**src/rtl/core/sound_direction_peak_steer_unit_macros.svh**
```systemverilog
// ---------------------------------------------------------------------------
// sound_direction_peak_steer_unit_macros.svh
// Assertion macros shared by the peak steer core. Uses clk and rst_n of the
// module that includes it.
// ---------------------------------------------------------------------------
`ifndef SOUND_DIRECTION_PEAK_STEER_UNIT_MACROS_SVH
`define SOUND_DIRECTION_PEAK_STEER_UNIT_MACROS_SVH

`ifndef NO_ASSERTIONS

// same-cycle implication
`define SDPS_ASSERT_IMPL(lbl, ante, cons, msg) \
  lbl: assert property (@(posedge clk) disable iff (!rst_n) (ante) |-> (cons)) else $error(msg);

// next-cycle implication
`define SDPS_ASSERT_NEXT(lbl, ante, cons, msg) \
  lbl: assert property (@(posedge clk) disable iff (!rst_n) (ante) |=> (cons)) else $error(msg);

`else

`define SDPS_ASSERT_IMPL(lbl, ante, cons, msg)
`define SDPS_ASSERT_NEXT(lbl, ante, cons, msg)

`endif

`endif

```
**src/rtl/core/sdps_pkg.sv**
```systemverilog
// ---------------------------------------------------------------------------
// sdps_pkg
// Types, widths and codes for the sound direction peak steer core.
// ---------------------------------------------------------------------------
package sdps_pkg;

  localparam int MAG_PORT_W   = 32;
  localparam int BIN_W        = 10;
  localparam int PBIN_W       = 11;  // signed peak bin, -1 when none
  localparam int SPEED_W      = 11;
  localparam int MOTOR_W      = 12;
  localparam int NUM_CH       = 4;
  localparam int CFG_IDX_W    = 3;
  localparam int MAG_BITS_DEF = 32;

  localparam int unsigned BIN_COUNT = 1024;

  localparam logic [MAG_PORT_W-1:0] MIN_PEAK_RST   = 32'd10000;
  localparam logic [BIN_W-1:0]      FIRST_BIN_RST  = 10'd10;
  localparam logic [BIN_W-1:0]      FINAL_BIN_RST  = 10'd45;
  localparam logic [BIN_W-1:0]      MOVE_LIMIT_RST = 10'd30;
  localparam logic [SPEED_W-1:0]    DRIVE_SPD_RST  = 11'd800;

  typedef enum logic [CFG_IDX_W-1:0] {
    CFG_MIN_PEAK    = 3'd0,
    CFG_FIRST_BIN   = 3'd1,
    CFG_FINAL_BIN   = 3'd2,
    CFG_MOVE_LIMIT  = 3'd3,
    CFG_DRIVE_SPEED = 3'd4
  } cfg_reg_t;

  typedef enum logic [1:0] {
    CHAN_RIGHT = 2'd0,
    CHAN_LEFT  = 2'd1,
    CHAN_BACK  = 2'd2,
    CHAN_FRONT = 2'd3
  } mic_t;

  typedef struct packed {
    logic [MAG_PORT_W-1:0] min_peak;
    logic [BIN_W-1:0]      first_bin;
    logic [BIN_W-1:0]      final_bin;
    logic [BIN_W-1:0]      move_limit;
    logic [SPEED_W-1:0]    drive_speed;
  } sdps_cfg_t;

  // per-frame snapshot of the trackers, handed to the steer stage
  typedef struct packed {
    logic [NUM_CH-1:0][MAG_PORT_W-1:0] level;
    logic [NUM_CH-1:0][PBIN_W-1:0]     bin;
  } sdps_frame_t;

endpackage

```
**src/rtl/core/sound_direction_peak_steer_unit.sv**
```systemverilog
// ---------------------------------------------------------------------------
// sound_direction_peak_steer_unit
// Per-bin peak tracking over four microphones, loudest channel pick and
// smoothed peak bin steering of two motors, one result per frame.
// ---------------------------------------------------------------------------
//   port group  direction  handshake        moves
//   in_*        input      valid / stall    one spectrum bin
//   out_*       output     valid / stall    one steer result per frame
//   cfg_*       input      valid / ready    one register write
//
// One bin per cycle unless stalled. A bin sits in the input register for its
// tracker update; a last bin then passes on to the snapshot and result registers.
// Synchronous active-low reset restores register defaults and restarts the
// trackers and the smoothing history. A stalled result keeps the next frame
// snapshot waiting; a further last bin then stays in the input register and
// stalls the input. Bins that do not end a frame keep flowing until then.
// ---------------------------------------------------------------------------
module sound_direction_peak_steer_unit import sdps_pkg::*; #(
  parameter int MAG_BITS = MAG_BITS_DEF
) (
  input  logic                      clk,
  input  logic                      rst_n,
  input  logic                      in_valid,
  output logic                      in_stall,
  input  logic [BIN_W-1:0]          in_bin_index,
  input  logic [MAG_PORT_W-1:0]     in_mag_right,
  input  logic [MAG_PORT_W-1:0]     in_mag_left,
  input  logic [MAG_PORT_W-1:0]     in_mag_back,
  input  logic [MAG_PORT_W-1:0]     in_mag_front,
  input  logic                      in_end_of_frame,
  output logic                      out_valid,
  input  logic                      out_stall,
  output logic signed [MOTOR_W-1:0] out_left_speed,
  output logic signed [MOTOR_W-1:0] out_right_speed,
  output logic [1:0]                out_loudest_mic,
  output logic signed [PBIN_W-1:0]  out_smoothed_bin,
  output logic                      out_moving,
  input  logic                      cfg_valid,
  output logic                      cfg_ready,
  input  logic [CFG_IDX_W-1:0]      cfg_index,
  input  logic [MAG_PORT_W-1:0]     cfg_data
);

  sdps_cfg_t                         cfg_r;
  logic [NUM_CH-1:0][MAG_PORT_W-1:0] mag;
  logic                              frm_valid, frm_ready;
  sdps_frame_t                       frm;

  assign cfg_ready = 1'b1;

  always_ff @(posedge clk) begin
    if (!rst_n) begin
      cfg_r.min_peak    <= MIN_PEAK_RST;
      cfg_r.first_bin   <= FIRST_BIN_RST;
      cfg_r.final_bin   <= FINAL_BIN_RST;
      cfg_r.move_limit  <= MOVE_LIMIT_RST;
      cfg_r.drive_speed <= DRIVE_SPD_RST;
    end else if (cfg_valid && cfg_ready) begin
      unique case (cfg_reg_t'(cfg_index))
        CFG_MIN_PEAK:    cfg_r.min_peak    <= cfg_data;
        CFG_FIRST_BIN:   cfg_r.first_bin   <= cfg_data[BIN_W-1:0];
        CFG_FINAL_BIN:   cfg_r.final_bin   <= cfg_data[BIN_W-1:0];
        CFG_MOVE_LIMIT:  cfg_r.move_limit  <= cfg_data[BIN_W-1:0];
        CFG_DRIVE_SPEED: cfg_r.drive_speed <= cfg_data[SPEED_W-1:0];
        default: ;
      endcase
    end
  end

  assign mag[CHAN_RIGHT] = in_mag_right;
  assign mag[CHAN_LEFT]  = in_mag_left;
  assign mag[CHAN_BACK]  = in_mag_back;
  assign mag[CHAN_FRONT] = in_mag_front;

  sdps_track #(
    .MAG_BITS (MAG_BITS)
  ) u_track (
    .clk       (clk),
    .rst_n     (rst_n),
    .cfg       (cfg_r),
    .in_valid  (in_valid),
    .in_stall  (in_stall),
    .in_bin    (in_bin_index),
    .in_mag    (mag),
    .in_eof    (in_end_of_frame),
    .frm_valid (frm_valid),
    .frm_ready (frm_ready),
    .frm       (frm)
  );

  sdps_steer u_steer (
    .clk              (clk),
    .rst_n            (rst_n),
    .cfg              (cfg_r),
    .frm_valid        (frm_valid),
    .frm_ready        (frm_ready),
    .frm              (frm),
    .out_valid        (out_valid),
    .out_stall        (out_stall),
    .out_left_speed   (out_left_speed),
    .out_right_speed  (out_right_speed),
    .out_loudest_mic  (out_loudest_mic),
    .out_smoothed_bin (out_smoothed_bin),
    .out_moving       (out_moving)
  );

endmodule

```
**src/rtl/core/sdps_track.sv**
```systemverilog
// ---------------------------------------------------------------------------
// sdps_track
// Input register and per-channel peak trackers. Emits a frame snapshot on
// the last bin of each frame and restarts the trackers.
// ---------------------------------------------------------------------------
`include "sound_direction_peak_steer_unit_macros.svh"

module sdps_track import sdps_pkg::*; #(
  parameter int MAG_BITS = MAG_BITS_DEF
) (
  input  logic                              clk,
  input  logic                              rst_n,
  input  sdps_cfg_t                         cfg,
  input  logic                              in_valid,
  output logic                              in_stall,
  input  logic [BIN_W-1:0]                  in_bin,
  input  logic [NUM_CH-1:0][MAG_PORT_W-1:0] in_mag,
  input  logic                              in_eof,
  output logic                              frm_valid,
  input  logic                              frm_ready,
  output sdps_frame_t                       frm
);

  localparam int LVL_W = (MAG_BITS < MAG_PORT_W) ? MAG_BITS : MAG_PORT_W;

  logic                         s1_vld_r, s1_vld_nxt;
  logic [BIN_W-1:0]             bin_r;
  logic [NUM_CH-1:0][LVL_W-1:0] mag_r;
  logic                         eof_r;

  logic [NUM_CH-1:0][LVL_W-1:0] lvl_r, lvl_nxt;
  logic [NUM_CH-1:0]            pk_vld_r, pk_vld_nxt;
  logic [NUM_CH-1:0][BIN_W-1:0] pk_bin_r, pk_bin_nxt;

  logic                         frm_vld_r, frm_vld_nxt;
  sdps_frame_t                  frm_r, frm_nxt;

  logic                         go, in_acc, frm_take, in_win;
  logic [LVL_W-1:0]             floor_lvl;
  logic [NUM_CH-1:0][LVL_W-1:0] cur_lvl, upd_lvl;
  logic [NUM_CH-1:0]            hit, upd_vld;
  logic [NUM_CH-1:0][BIN_W-1:0] upd_bin;

  assign floor_lvl = cfg.min_peak[LVL_W-1:0];
  assign in_win    = (bin_r >= cfg.first_bin) && (bin_r <= cfg.final_bin) &&
                     (32'(bin_r) < BIN_COUNT);

  assign frm_take = frm_vld_r && frm_ready;
  // an end-of-frame item needs the snapshot register free
  assign go       = s1_vld_r && (!eof_r || !frm_vld_r || frm_take);
  assign in_stall = s1_vld_r && !go;
  assign in_acc   = in_valid && !in_stall;

  always_comb begin
    for (int c = 0; c < NUM_CH; c++) begin
      cur_lvl[c] = pk_vld_r[c] ? lvl_r[c] : floor_lvl;
      hit[c]     = in_win && (mag_r[c] > cur_lvl[c]);
      upd_lvl[c] = hit[c] ? mag_r[c] : cur_lvl[c];
      upd_vld[c] = pk_vld_r[c] || hit[c];
      upd_bin[c] = hit[c] ? bin_r : pk_bin_r[c];
    end
  end

  always_comb begin
    s1_vld_nxt  = in_acc ? 1'b1 : (go ? 1'b0 : s1_vld_r);
    lvl_nxt     = lvl_r;
    pk_vld_nxt  = pk_vld_r;
    pk_bin_nxt  = pk_bin_r;
    frm_vld_nxt = frm_take ? 1'b0 : frm_vld_r;
    frm_nxt     = frm_r;
    if (go) begin
      lvl_nxt    = upd_lvl;
      pk_bin_nxt = upd_bin;
      pk_vld_nxt = eof_r ? '0 : upd_vld;
      if (eof_r) begin
        frm_vld_nxt = 1'b1;
        for (int c = 0; c < NUM_CH; c++) begin
          frm_nxt.level[c] = MAG_PORT_W'(upd_lvl[c]);
          frm_nxt.bin[c]   = upd_vld[c] ? {1'b0, upd_bin[c]} : '1;
        end
      end
    end
  end

  always_ff @(posedge clk) begin
    if (!rst_n) begin
      s1_vld_r  <= 1'b0;
      pk_vld_r  <= '0;
      frm_vld_r <= 1'b0;
    end else begin
      s1_vld_r  <= s1_vld_nxt;
      pk_vld_r  <= pk_vld_nxt;
      frm_vld_r <= frm_vld_nxt;
    end
  end

  always_ff @(posedge clk) begin
    if (in_acc) begin
      bin_r <= in_bin;
      eof_r <= in_eof;
      for (int c = 0; c < NUM_CH; c++) begin
        mag_r[c] <= in_mag[c][LVL_W-1:0];
      end
    end
    lvl_r    <= lvl_nxt;
    pk_bin_r <= pk_bin_nxt;
    frm_r    <= frm_nxt;
  end

  assign frm_valid = frm_vld_r;
  assign frm       = frm_r;

  `SDPS_ASSERT_NEXT(a_frame_restart, go && eof_r, pk_vld_r == '0, "trackers not restarted")
  `SDPS_ASSERT_NEXT(a_idle_keeps_peaks, !go, $stable(pk_vld_r), "peaks moved without an item")
  `SDPS_ASSERT_NEXT(a_snapshot_loaded, go && eof_r, frm_vld_r, "frame snapshot missing")

endmodule

```
**src/rtl/core/sdps_steer.sv**
```systemverilog
// ---------------------------------------------------------------------------
// sdps_steer
// Loudest channel pick, peak bin averaging and smoothing, motor command.
// Result register with stall handshake.
// ---------------------------------------------------------------------------
`include "sound_direction_peak_steer_unit_macros.svh"

module sdps_steer import sdps_pkg::*; (
  input  logic                      clk,
  input  logic                      rst_n,
  input  sdps_cfg_t                 cfg,
  input  logic                      frm_valid,
  output logic                      frm_ready,
  input  sdps_frame_t               frm,
  output logic                      out_valid,
  input  logic                      out_stall,
  output logic signed [MOTOR_W-1:0] out_left_speed,
  output logic signed [MOTOR_W-1:0] out_right_speed,
  output logic [1:0]                out_loudest_mic,
  output logic signed [PBIN_W-1:0]  out_smoothed_bin,
  output logic                      out_moving
);

  localparam int SUM_W = PBIN_W + 2;
  localparam int SM_W  = PBIN_W + 1;

  logic                      out_vld_r;
  logic signed [MOTOR_W-1:0] left_r, right_r, left_nxt, right_nxt;
  mic_t                      loud_r, loud_nxt;
  logic signed [PBIN_W-1:0]  smooth_r, prev_r, smooth_nxt, avg;
  logic                      moving_r, moving_nxt, take;

  logic signed [SUM_W-1:0]   bin_sum, sum_adj;
  logic signed [SM_W-1:0]    sm_sum, sm_adj;
  logic signed [MOTOR_W-1:0] spd, spd_neg;
  logic [NUM_CH-1:0][MAG_PORT_W-1:0] lv;

  assign frm_ready = !out_vld_r || !out_stall;
  assign take      = frm_valid && frm_ready;
  assign lv        = frm.level;

  always_comb begin
    if (lv[0] >= lv[1] && lv[0] >= lv[2] && lv[0] >= lv[3]) begin
      loud_nxt = CHAN_RIGHT;
    end else if (lv[1] >= lv[2] && lv[1] >= lv[3]) begin
      loud_nxt = CHAN_LEFT;
    end else if (lv[2] >= lv[3]) begin
      loud_nxt = CHAN_BACK;
    end else begin
      loud_nxt = CHAN_FRONT;
    end
  end

  // divisions truncate toward zero: bias negative sums before the shift
  always_comb begin
    bin_sum    = SUM_W'($signed(frm.bin[0])) + SUM_W'($signed(frm.bin[1])) +
                 SUM_W'($signed(frm.bin[2])) + SUM_W'($signed(frm.bin[3]));
    sum_adj    = bin_sum + (bin_sum[SUM_W-1] ? SUM_W'(3) : SUM_W'(0));
    avg        = PBIN_W'(sum_adj >>> 2);
    sm_sum     = SM_W'(avg) + SM_W'(prev_r);
    sm_adj     = sm_sum + (sm_sum[SM_W-1] ? SM_W'(1) : SM_W'(0));
    smooth_nxt = PBIN_W'(sm_adj >>> 1);
    moving_nxt = smooth_nxt > $signed({1'b0, cfg.move_limit});
  end

  always_comb begin
    spd       = $signed({1'b0, cfg.drive_speed});
    spd_neg   = -spd;
    left_nxt  = '0;
    right_nxt = '0;
    if (moving_nxt) begin
      case (loud_nxt) inside
        CHAN_FRONT: begin
          left_nxt  = spd;
          right_nxt = spd;
        end
        CHAN_BACK, CHAN_RIGHT: begin
          left_nxt  = spd;
          right_nxt = spd_neg;
        end
        default: begin
          left_nxt  = spd_neg;
          right_nxt = spd;
        end
      endcase
    end
  end

  always_ff @(posedge clk) begin
    if (!rst_n) begin
      out_vld_r <= 1'b0;
      prev_r    <= '0;
    end else begin
      if (take) begin
        out_vld_r <= 1'b1;
        prev_r    <= smooth_nxt;
      end else if (!out_stall) begin
        out_vld_r <= 1'b0;
      end
    end
  end

  always_ff @(posedge clk) begin
    if (take) begin
      left_r   <= left_nxt;
      right_r  <= right_nxt;
      loud_r   <= loud_nxt;
      smooth_r <= smooth_nxt;
      moving_r <= moving_nxt;
    end
  end

  assign out_valid        = out_vld_r;
  assign out_left_speed   = left_r;
  assign out_right_speed  = right_r;
  assign out_loudest_mic  = loud_r;
  assign out_smoothed_bin = smooth_r;
  assign out_moving       = moving_r;

  `SDPS_ASSERT_IMPL(a_stop_zero, out_vld_r && !moving_r, left_r == '0 && right_r == '0, "stopped but speed set")
  `SDPS_ASSERT_NEXT(a_prev_tracks_out, take, prev_r == smooth_r && out_vld_r, "history and result differ")
  `SDPS_ASSERT_IMPL(a_move_above_limit, out_vld_r && moving_r, smooth_r > $signed({1'b0, cfg.move_limit}), "moving at or below limit")

endmodule
```
**config.mk**
```make
export PLATFORM = sky130hd
export DESIGN_NAME = sound_direction_peak_steer_unit
export DESIGN_NICKNAME = d
export VERILOG_FILES = /design/src/rtl/core/sdps_pkg.sv /design/src/rtl/core/sound_direction_peak_steer_unit.sv /design/src/rtl/core/sdps_track.sv /design/src/rtl/core/sdps_steer.sv
export VERILOG_INCLUDE_DIRS = /design/src /design/src/rtl/core
export SDC_FILE = /design/constraint.sdc
export NUM_CORES = 1
export LEC_CHECK = 0
export CAP_MARGIN = 20
export CORE_AREA = 10 10 263 265
export CTS_BUF_LIST = sky130_fd_sc_hd__clkbuf_4 sky130_fd_sc_hd__clkbuf_8 sky130_fd_sc_hd__clkbuf_16
export CTS_CLUSTER_SIZE = 30
export DETAILED_ROUTE_END_ITERATION = 10
export DIE_AREA = 0 0 273 275
export DONT_BUFFER_PORTS = 1
export PLACE_DENSITY = 0.68
export SLEW_MARGIN = 20
export SYNTH_ARGS = -nofsm -noshare
export SYNTH_HDL_FRONTEND = slang
export SYNTH_HIERARCHICAL = 1
export SYNTH_SLANG_ARGS = --single-unit
```
**constraint.sdc**
```tcl
create_clock -name clk -period 17.6 [get_ports clk]
set_input_delay 4.4 -clock clk [delete_from_list [all_inputs] [get_ports clk]]
set_output_delay 4.4 -clock clk [all_outputs]
set_load 0.05 [all_outputs]
```
==> metrics.md, run 1 <==
| Metric | Value |
|---|---|
| First-pass iteration count of the detailed router | `5` |
| Vias in the first global route | `22,162` |
| Worst Reg-to-Reg Cells | `34` |
| Crit path to | `in_stall` |
| Comb power frac | `22.0%` |
| WP data required | `13.20 ns` |
| RR Startpoint | `u_track/frm[13]$_SDFFCE_PN1P_` |
| Root Buffer | `clkbuf_16` |
| Sequential area share after synthesis | `50.81%` |
| Status | `completed` |
| Skew final | `0.02629 ns` |
| MaxCap Viol Count | `0` |
| PwrDens | `112.6 mW/mm2` |
| Final setup fails | `0` |
| Gpl congestion | `0.9012` |
| Final antenna-violating net count | `0` |
| Synth Warn # | `6` |
| Initial antenna violation count | `10` |
| Io pins | `220` |
| Kind of critical path | `input pin to output pin` |
| Seq pwr share | `42.3%` |
| Hpwl dp | `64,010 um` |
| Latest clock arrival within the worst-skew pair | `0.61 ns` |
| Post-synth EDFFs | `516` |
| # nets final | `3,417` |
| Crit path DAT | `5.15 ns` |
| RSZ-0062 raised after global routing | `no` |
| Syn Area/Cell | `12.05 um2` |
| Sw frac | `29.14%` |
| Die width | `273 um` |
| Post-CTS Hold Buffers | `0` |
| Clock power frac | `35.7%` |
| #FFs+latches synth | `607` |
| Min Tclk post-route | `9.546 ns` |
| Die area | `0.07508 mm2` |
| Rel. slew slack | `14.16%` |
| Net load switching power | `0.001228 W` |
| Post-synth top flop | `edfxtp_1` |
| Post-Syn Instances | `2,828` |
| Largest net degree at the start of global routing | `173` |
| First-pass GRT wire length | `132,200 um` |
| VDD IR max | `0.0001155 V` |
| Port bufs | `0` |
| TritonCTS buffer count | `67` |
| Area of the core | `0.06388 mm2` |
| Worst R2R End | `u_steer/out_left_speed[3]$_SDFFCE_PP0P_` |
| Vias per cell | `5.900` |
| Startpoint Class | `input pin` |
| Leak | `14.83 nW` |
| Number of hold violations in the final report | `0` |
| Area growth from synthesis to layout | `9.821%` |
| Total power | `0.004213 W` |
| Crit path launch | `out_stall` |
| Max clock buf depth | `3` |
| Layout fillers | `5,065` |
| Layout cell share with drive strength beyond 1 | `8.440%` |
| Post_cts resized | `0` |
| Routed WL | `88,040 um` |
| Max Clock Freq | `0.1048 GHz` |
| Final worst path period share | `54.24%` |
| Async SR Flop Fraction | `0%` |
| Crit end category | `output pin` |
| Postcts setup bufs | `0` |
| DR WL/cell | `23.47 um` |
| Max FO, Critical Path | `3` |
| GRT Total Usage | `23.09%` |
| Reg2reg setup slack | `8.18 ns` |
| Initial DRC count | `1,926` |
| Grt ovf | `0` |
| Effective utilization at floorplan | `53.35%` |
| Clock-pin slew on the worst setup and hold paths | `0.06 ns` |
| Row count | `93` |
| Post-Syn Area | `0.03408 mm2` |
| Slew Viols, Final | `0` |
| Netlist cell types | `86` |
| Internal | `0.002985 W` |
| H-tree Lvls | `3` |
| Worst-margin pin slew | `1.288 ns` |
| Hold WC Path Type | `flop to flop` |
| Die Ht | `275 um` |
| Post-Route Setup TNS | `0 ns` |
| TritonCTS clock tree | `yes` |
| Clock sink total | `607` |
| Post-Syn Nets | `3,406` |
| Via count | `22,130` |
| # DRC | `0` |
## cell usage after synthesis (5+ instances only)
| master | n | area (um2) |
|---|---|---|
| edfxtp_1 | 516 | 15490 |
| nor2_1 | 78 | 292.8 |
| a21o_1 | 47 | 352.8 |
| a211o_1 | 6 | 52.55 |
| inv_1 | 312 | 1171 |
| nor2b_1 | 45 | 281.5 |
| a21oi_1 | 142 | 710.7 |
| clkbuf_1 | 34 | 127.6 |
| o31ai_1 | 6 | 45.04 |
| a221oi_1 | 10 | 87.58 |
| a31oi_1 | 15 | 93.84 |
| buf_1 | 7 | 26.28 |
| buf_6 | 6 | 67.56 |
| nand4_1 | 48 | 300.3 |
| o211ai_1 | 12 | 90.09 |
| nor3_1 | 45 | 225.2 |
| mux2i_1 | 313 | 3133 |
| mux2_2 | 68 | 765.7 |
| ha_1 | 375 | 4692 |
| mux2_4 | 6 | 90.09 |
| buf_2 | 33 | 165.2 |
| nor3b_1 | 8 | 60.06 |
| dfxtp_1 | 91 | 1822 |
| o21ai_0 | 93 | 465.5 |
| and3_1 | 6 | 37.54 |
| nand3_1 | 35 | 175.2 |
| nor4_1 | 16 | 100.1 |
| nand2_1 | 193 | 724.4 |
| a211oi_1 | 18 | 135.1 |
| nand2b_1 | 42 | 262.8 |
| xnor2_1 | 27 | 236.5 |
| fa_1 | 24 | 480.5 |
| and4_1 | 13 | 113.9 |
| a2111oi_0 | 5 | 43.79 |
| xor2_1 | 9 | 78.83 |
| o21a_1 | 39 | 292.8 |
## cells in the final DEF (no fill, tap or decap), types with 39 or more instances in the layout
cell,instances
edfxtp_1,516
ha_1,375
mux2i_1,313
inv_1,311
nand2_1,193
a21oi_1,142
o21ai_0,93
dfxtp_1,87
nor2_1,77
clkbuf_16,74
mux2_2,68
nand4_1,48
a21o_1,47
nor3_1,45
nor2b_1,44
nand2b_1,42
o21a_1,39
## worst min-delay path by stage
stage / from / to / slack (ns) / cells past startpoint
finish: cfg_r[37]$_SDFFE_PN0P_ / cfg_r[37]$_SDFFE_PN0P_ / 0.46 / 2
global route: cfg_r[36]$_SDFFE_PN0P_ / cfg_r[36]$_SDFFE_PN0P_ / 0.47 / 2
CTS: cfg_r[37]$_SDFFE_PN0P_ / cfg_r[37]$_SDFFE_PN0P_ / 0.46 / 2
detailed placement: cfg_r[37]$_SDFFE_PN0P_ / cfg_r[37]$_SDFFE_PN0P_ / 0.45 / 2
global placement: cfg_r[33]$_SDFFE_PN0P_ / cfg_r[33]$_SDFFE_PN0P_ / 0.45 / 2
floorplan: cfg_r[33]$_SDFFE_PN0P_ / cfg_r[33]$_SDFFE_PN0P_ / 0.43 / 2
## layout make-up
class | instances | area [um2] | share of cell area (%)
sequential | 607 | 17320 | 46.28
multi-input combinational | 1825 | 15250 | 40.74
clock buffer | 92 | 2006 | 5.359
inverter | 313 | 1175 | 3.139
tap | 855 | 1070 | 2.858
clock inverter | 29 | 371.6 | 0.9929
timing repair buffer | 25 | 221.5 | 0.5917
antenna | 5 | 12.51 | 0.03343
## kinds of logic after synthesis
logic type                 synth area share (%)
buffers and inverters                     4.685
AOI/OAI and AO/OA                         8.419
DFF                                       50.81
muxes                                     11.70
adders and majority gates                 15.18
other                                   0.01100
xor gates and xnor gates                 0.9252
and+or+nand+nor                           8.265
## power by group through the flow
stage          combinational, W  clock [W]  sequential [W]
2_1_floorplan          0.000706          0         0.00179
3_3_place_gp           0.000880          0         0.00181
5_1_grt                 0.00103    0.00159         0.00179
4_1_cts                0.000921    0.00153         0.00178
3_5_place_dp           0.000916          0         0.00181
6_report               0.000927    0.00151         0.00178
## state kept, by name, summed over array words and instances (netlist names)
register / flops
u_track/frm: 172
u_track/lvl_r: 128
u_track/mag_r: 128
cfg_r: 73
u_track/pk_bin_r: 40
u_steer/out_left_speed: 12
u_steer/out_right_speed: 11
u_steer/out_smoothed_bin: 11
u_steer/prev_r: 11
u_track/bin_r: 10
u_track/pk_vld_r: 4
u_steer/out_loudest_mic: 2
u_steer/out_moving: 1
u_steer/out_valid: 1
u_track/eof_r: 1
u_track/frm_valid: 1
u_track/s1_vld_r: 1
## per-stage QoR
step           setup WS (ns)  area [um2]  hold WS (ns)  utilization [%]  cells
6_report               8.054       37430        0.4589            58.59   3751
5_1_grt                7.394       37420        0.4738            58.57   3748
4_1_cts                7.669       37400        0.4602            58.55   3744
3_5_place_dp           7.672       35020        0.4501            54.83   3623
3_3_place_gp           7.689       35020        0.4451            54.83   3623
2_1_floorplan          4.415       34080        0.4347                -   2828
## critical path: stages
cell and delay (ns):
nand2_1 0.07, nand2b_1 0.20, nor2_1 0.22, buf_4 0.25
## metal layers
layer | up-vias | global-route usage, % | part of all wire [%]
li1 | 10423 | - | -
met1 | 10822 | 30.78 | 44
met2 | 721 | 35.81 | 45
met3 | 158 | 5.705 | 7.7
met4 | 6 | 9.261 | 3.8
met5 | - | 0 | 0.032
Note: power is estimated with default switching activity, not from simulation.
==> run 2: changes to the inputs <==
PLACE_DENSITY = 0.66   (was 0.68)
clock period = 9.92 ns   (was 17.6 ns; I/O delays follow)
==> run 2 against run 1 <==
Compared with the run above: sequential cell count did not move; critical path type is now flop to flop; critical path depth rose by 31; core utilization fell by 0.25 points; largest power group unchanged; first-iteration DRC count fell by 9.2%.
==> metrics.md, run 2 (synthesis gave the netlist of run 1 again) <==
| Metric | Value |
|---|---|
| Status | `completed` |
| Initial DRC count | `1,748` |
| DR WL/cell | `23.97 um` |
| Placement Setup Slack | `0.6717 ns` |
| Finished Layout Cells | `3,743` |
| Post-route setup slack | `0.7796 ns` |
| Initial antenna violation count | `6` |
| Crit path DAT | `9.59 ns` |
| Number of hold violations in the final report | `0` |
| TritonCTS clock tree | `yes` |
| Die Ht | `275 um` |
| Min Tclk post-route | `9.140 ns` |
| Comb power frac | `22.4%` |
| Worst R2R End | `u_steer/out_left_speed[3]$_SDFFCE_PP0P_` |
| Post-Route Setup TNS | `0 ns` |
| # nets final | `3,411` |
| Layout cell share with drive strength beyond 1 | `8.492%` |
| Reg2reg setup slack | `0.78 ns` |
| Via count | `22,023` |
| Hpwl dp | `65,350 um` |
| Grt ovf | `0` |
| Placed Instances | `3,619` |
| Most used cell, CP | `ha_1` |
| # DRC | `0` |
| Post-CTS Hold Buffers | `0` |
| Largest net degree at the start of global routing | `169` |
| Postcts setup bufs | `0` |
| First-pass GRT wire length | `135,000 um` |
| Final worst path period share | `92.14%` |
| Crit path launch | `u_track/frm[13]$_SDFFCE_PN1P_` |
| Port bufs | `0` |
| Crit end category | `flop` |
| Worst Reg-to-Reg Cells | `35` |
| Gpl congestion | `0.9089` |
| Row count | `93` |
| Routed WL | `89,730 um` |
| Rel. slew slack | `19.39%` |
| Kind of critical path | `flop to flop` |
| RSZ-0062 raised after global routing | `no` |
| MaxCap Viol Count | `0` |
| Vias per cell | `5.884` |
| Io pins | `220` |
| Max clock buf depth | `3` |
| Max FFs per register | `172` |
| Die area | `0.07508 mm2` |
| Worst-margin pin slew | `1.209 ns` |
| PwrDens | `197.4 mW/mm2` |
| Crit path to | `u_steer/out_left_speed[3]$_SDFFCE_PP0P_` |
| Slew Viols, Final | `0` |
| VDD IR max | `0.0001714 V` |
| Effective utilization at floorplan | `53.35%` |
| Most frequent cells in the layout | `edfxtp_1, ha_1, mux2i_1` |
| FF/Latch Area | `0.01732 mm2` |
| Net load switching power | `0.002185 W` |
| Area of the core | `0.06388 mm2` |
| Max FO, Critical Path | `22` |
| Clock power frac | `34.6%` |
| Latest clock arrival within the worst-skew pair | `0.61 ns` |
| Startpoint Class | `flop` |
| Seq pwr share | `43.0%` |
| GRT Total Usage | `23.56%` |
| Internal | `0.005172 W` |
| Clock sink total | `607` |
| Max incr delay on CP | `0.58 ns` |
| Layout fillers | `5,194` |
| First-pass iteration count of the detailed router | `5` |
| Area of the multi-input gates | `0.01527 mm2` |
| Die width | `273 um` |
| WP data required | `10.37 ns` |
| Clock-pin slew on the worst setup and hold paths | `0.06 ns` |
| Skew final | `0.02409 ns` |
| Final setup fails | `0` |
| Max Clock Freq | `0.1094 GHz` |
| Leak | `14.77 nW` |
| Hold WC Path Type | `flop to flop` |
| RR Startpoint | `u_track/frm[13]$_SDFFCE_PN1P_` |
| Final core occ | `58.33%` |
| Vias in the first global route | `22,225` |
| H-tree Lvls | `3` |
| Root Buffer | `clkbuf_16` |
| Final antenna-violating net count | `0` |
| TritonCTS buffer count | `66` |
| Hold WS | `0.4574 ns` |
| Area growth from synthesis to layout | `9.351%` |
| CP max stage cell | `o22ai_4` |
| Sw frac | `29.70%` |
| Most common cell after layout, fill and taps aside | `edfxtp_1` |
-- run 2: cell types whose count changed in the layout (fill, tap and decap cells not counted), sizes merged --
| cell | delta |
|---|---|
| buf | -4 |
| bufinv | -4 |
| clkbuf | +2 |
| clkinv | -1 |
| clkinvlp | -2 |
| diode | -2 |
| inv | +3 |
-- run 2: metal layers --
metal	vias to the layer above	wire, um	GRT usage (%)
met5	-	27	0
met4	4	2646	7.589
met3	142	5453	3.968
met2	683	40850	37.57
met1	10788	40750	32.45
li1	10406	-	-
-- run 2: worst min-delay path by stage --
stage,cells after the start,from,endpoint,slack [ns]
floorplan,2,cfg_r[33]$_SDFFE_PN0P_,cfg_r[33]$_SDFFE_PN0P_,0.43
global placement,2,cfg_r[37]$_SDFFE_PN0P_,cfg_r[37]$_SDFFE_PN0P_,0.44
detailed placement,2,cfg_r[36]$_SDFFE_PN0P_,cfg_r[36]$_SDFFE_PN0P_,0.45
CTS,2,cfg_r[36]$_SDFFE_PN0P_,cfg_r[36]$_SDFFE_PN0P_,0.46
global route,2,cfg_r[25]$_SDFFE_PN0P_,cfg_r[25]$_SDFFE_PN0P_,0.48
finish,2,cfg_r[36]$_SDFFE_PN0P_,cfg_r[36]$_SDFFE_PN0P_,0.46
-- run 2: per-stage QoR --
step	instance area, um2	power (W)
2_1_floorplan	34090	0.004424
4_1_cts	37230	0.007384
5_1_grt	37260	0.007703
3_3_place_gp	34980	0.004760
6_report	37270	0.007357
3_5_place_dp	34990	0.004827
-- run 2: what timing repair did --
action | in CTS | in global routing
endpoints found under the hold margin | 0 | 0
gates resized for setup | 0 | 2
endpoints found under the setup margin | 0 | 22
-- run 2: critical path: cells and delay by family (launching register included) --
kind	cells	cell delay [ns]
AOI/OAI and AO/OA	10	2.91
xor gates and xnor gates	3	0.62
adders and majority gates	6	2.32
buffers and inverters	2	0.14
DFF	1	0.35
muxes	1	0.12
and+or+nand+nor	13	2.50
-- run 2: power by group through the flow --
stage	logic (W)	clock network (W)	registers, W
after floorplan	0.00125	0	0.00317
after global placement	0.00155	0	0.00321
after detailed placement	0.00161	0	0.00322
after CTS	0.00162	0.00260	0.00316
after global routing	0.00182	0.00270	0.00318
final	0.00165	0.00255	0.00316
-- run 2: cell type report --
type,instances,area share (%)
Sequential cell,607,46.48
Tap cell,855,2.871
Antenna cell,3,0.02015
Multi-Input combinational cell,1825,40.97
Clock buffer,95,5.342
Clock inverter,25,0.6849
Inverter,313,3.153
Timing Repair Buffer,20,0.4801
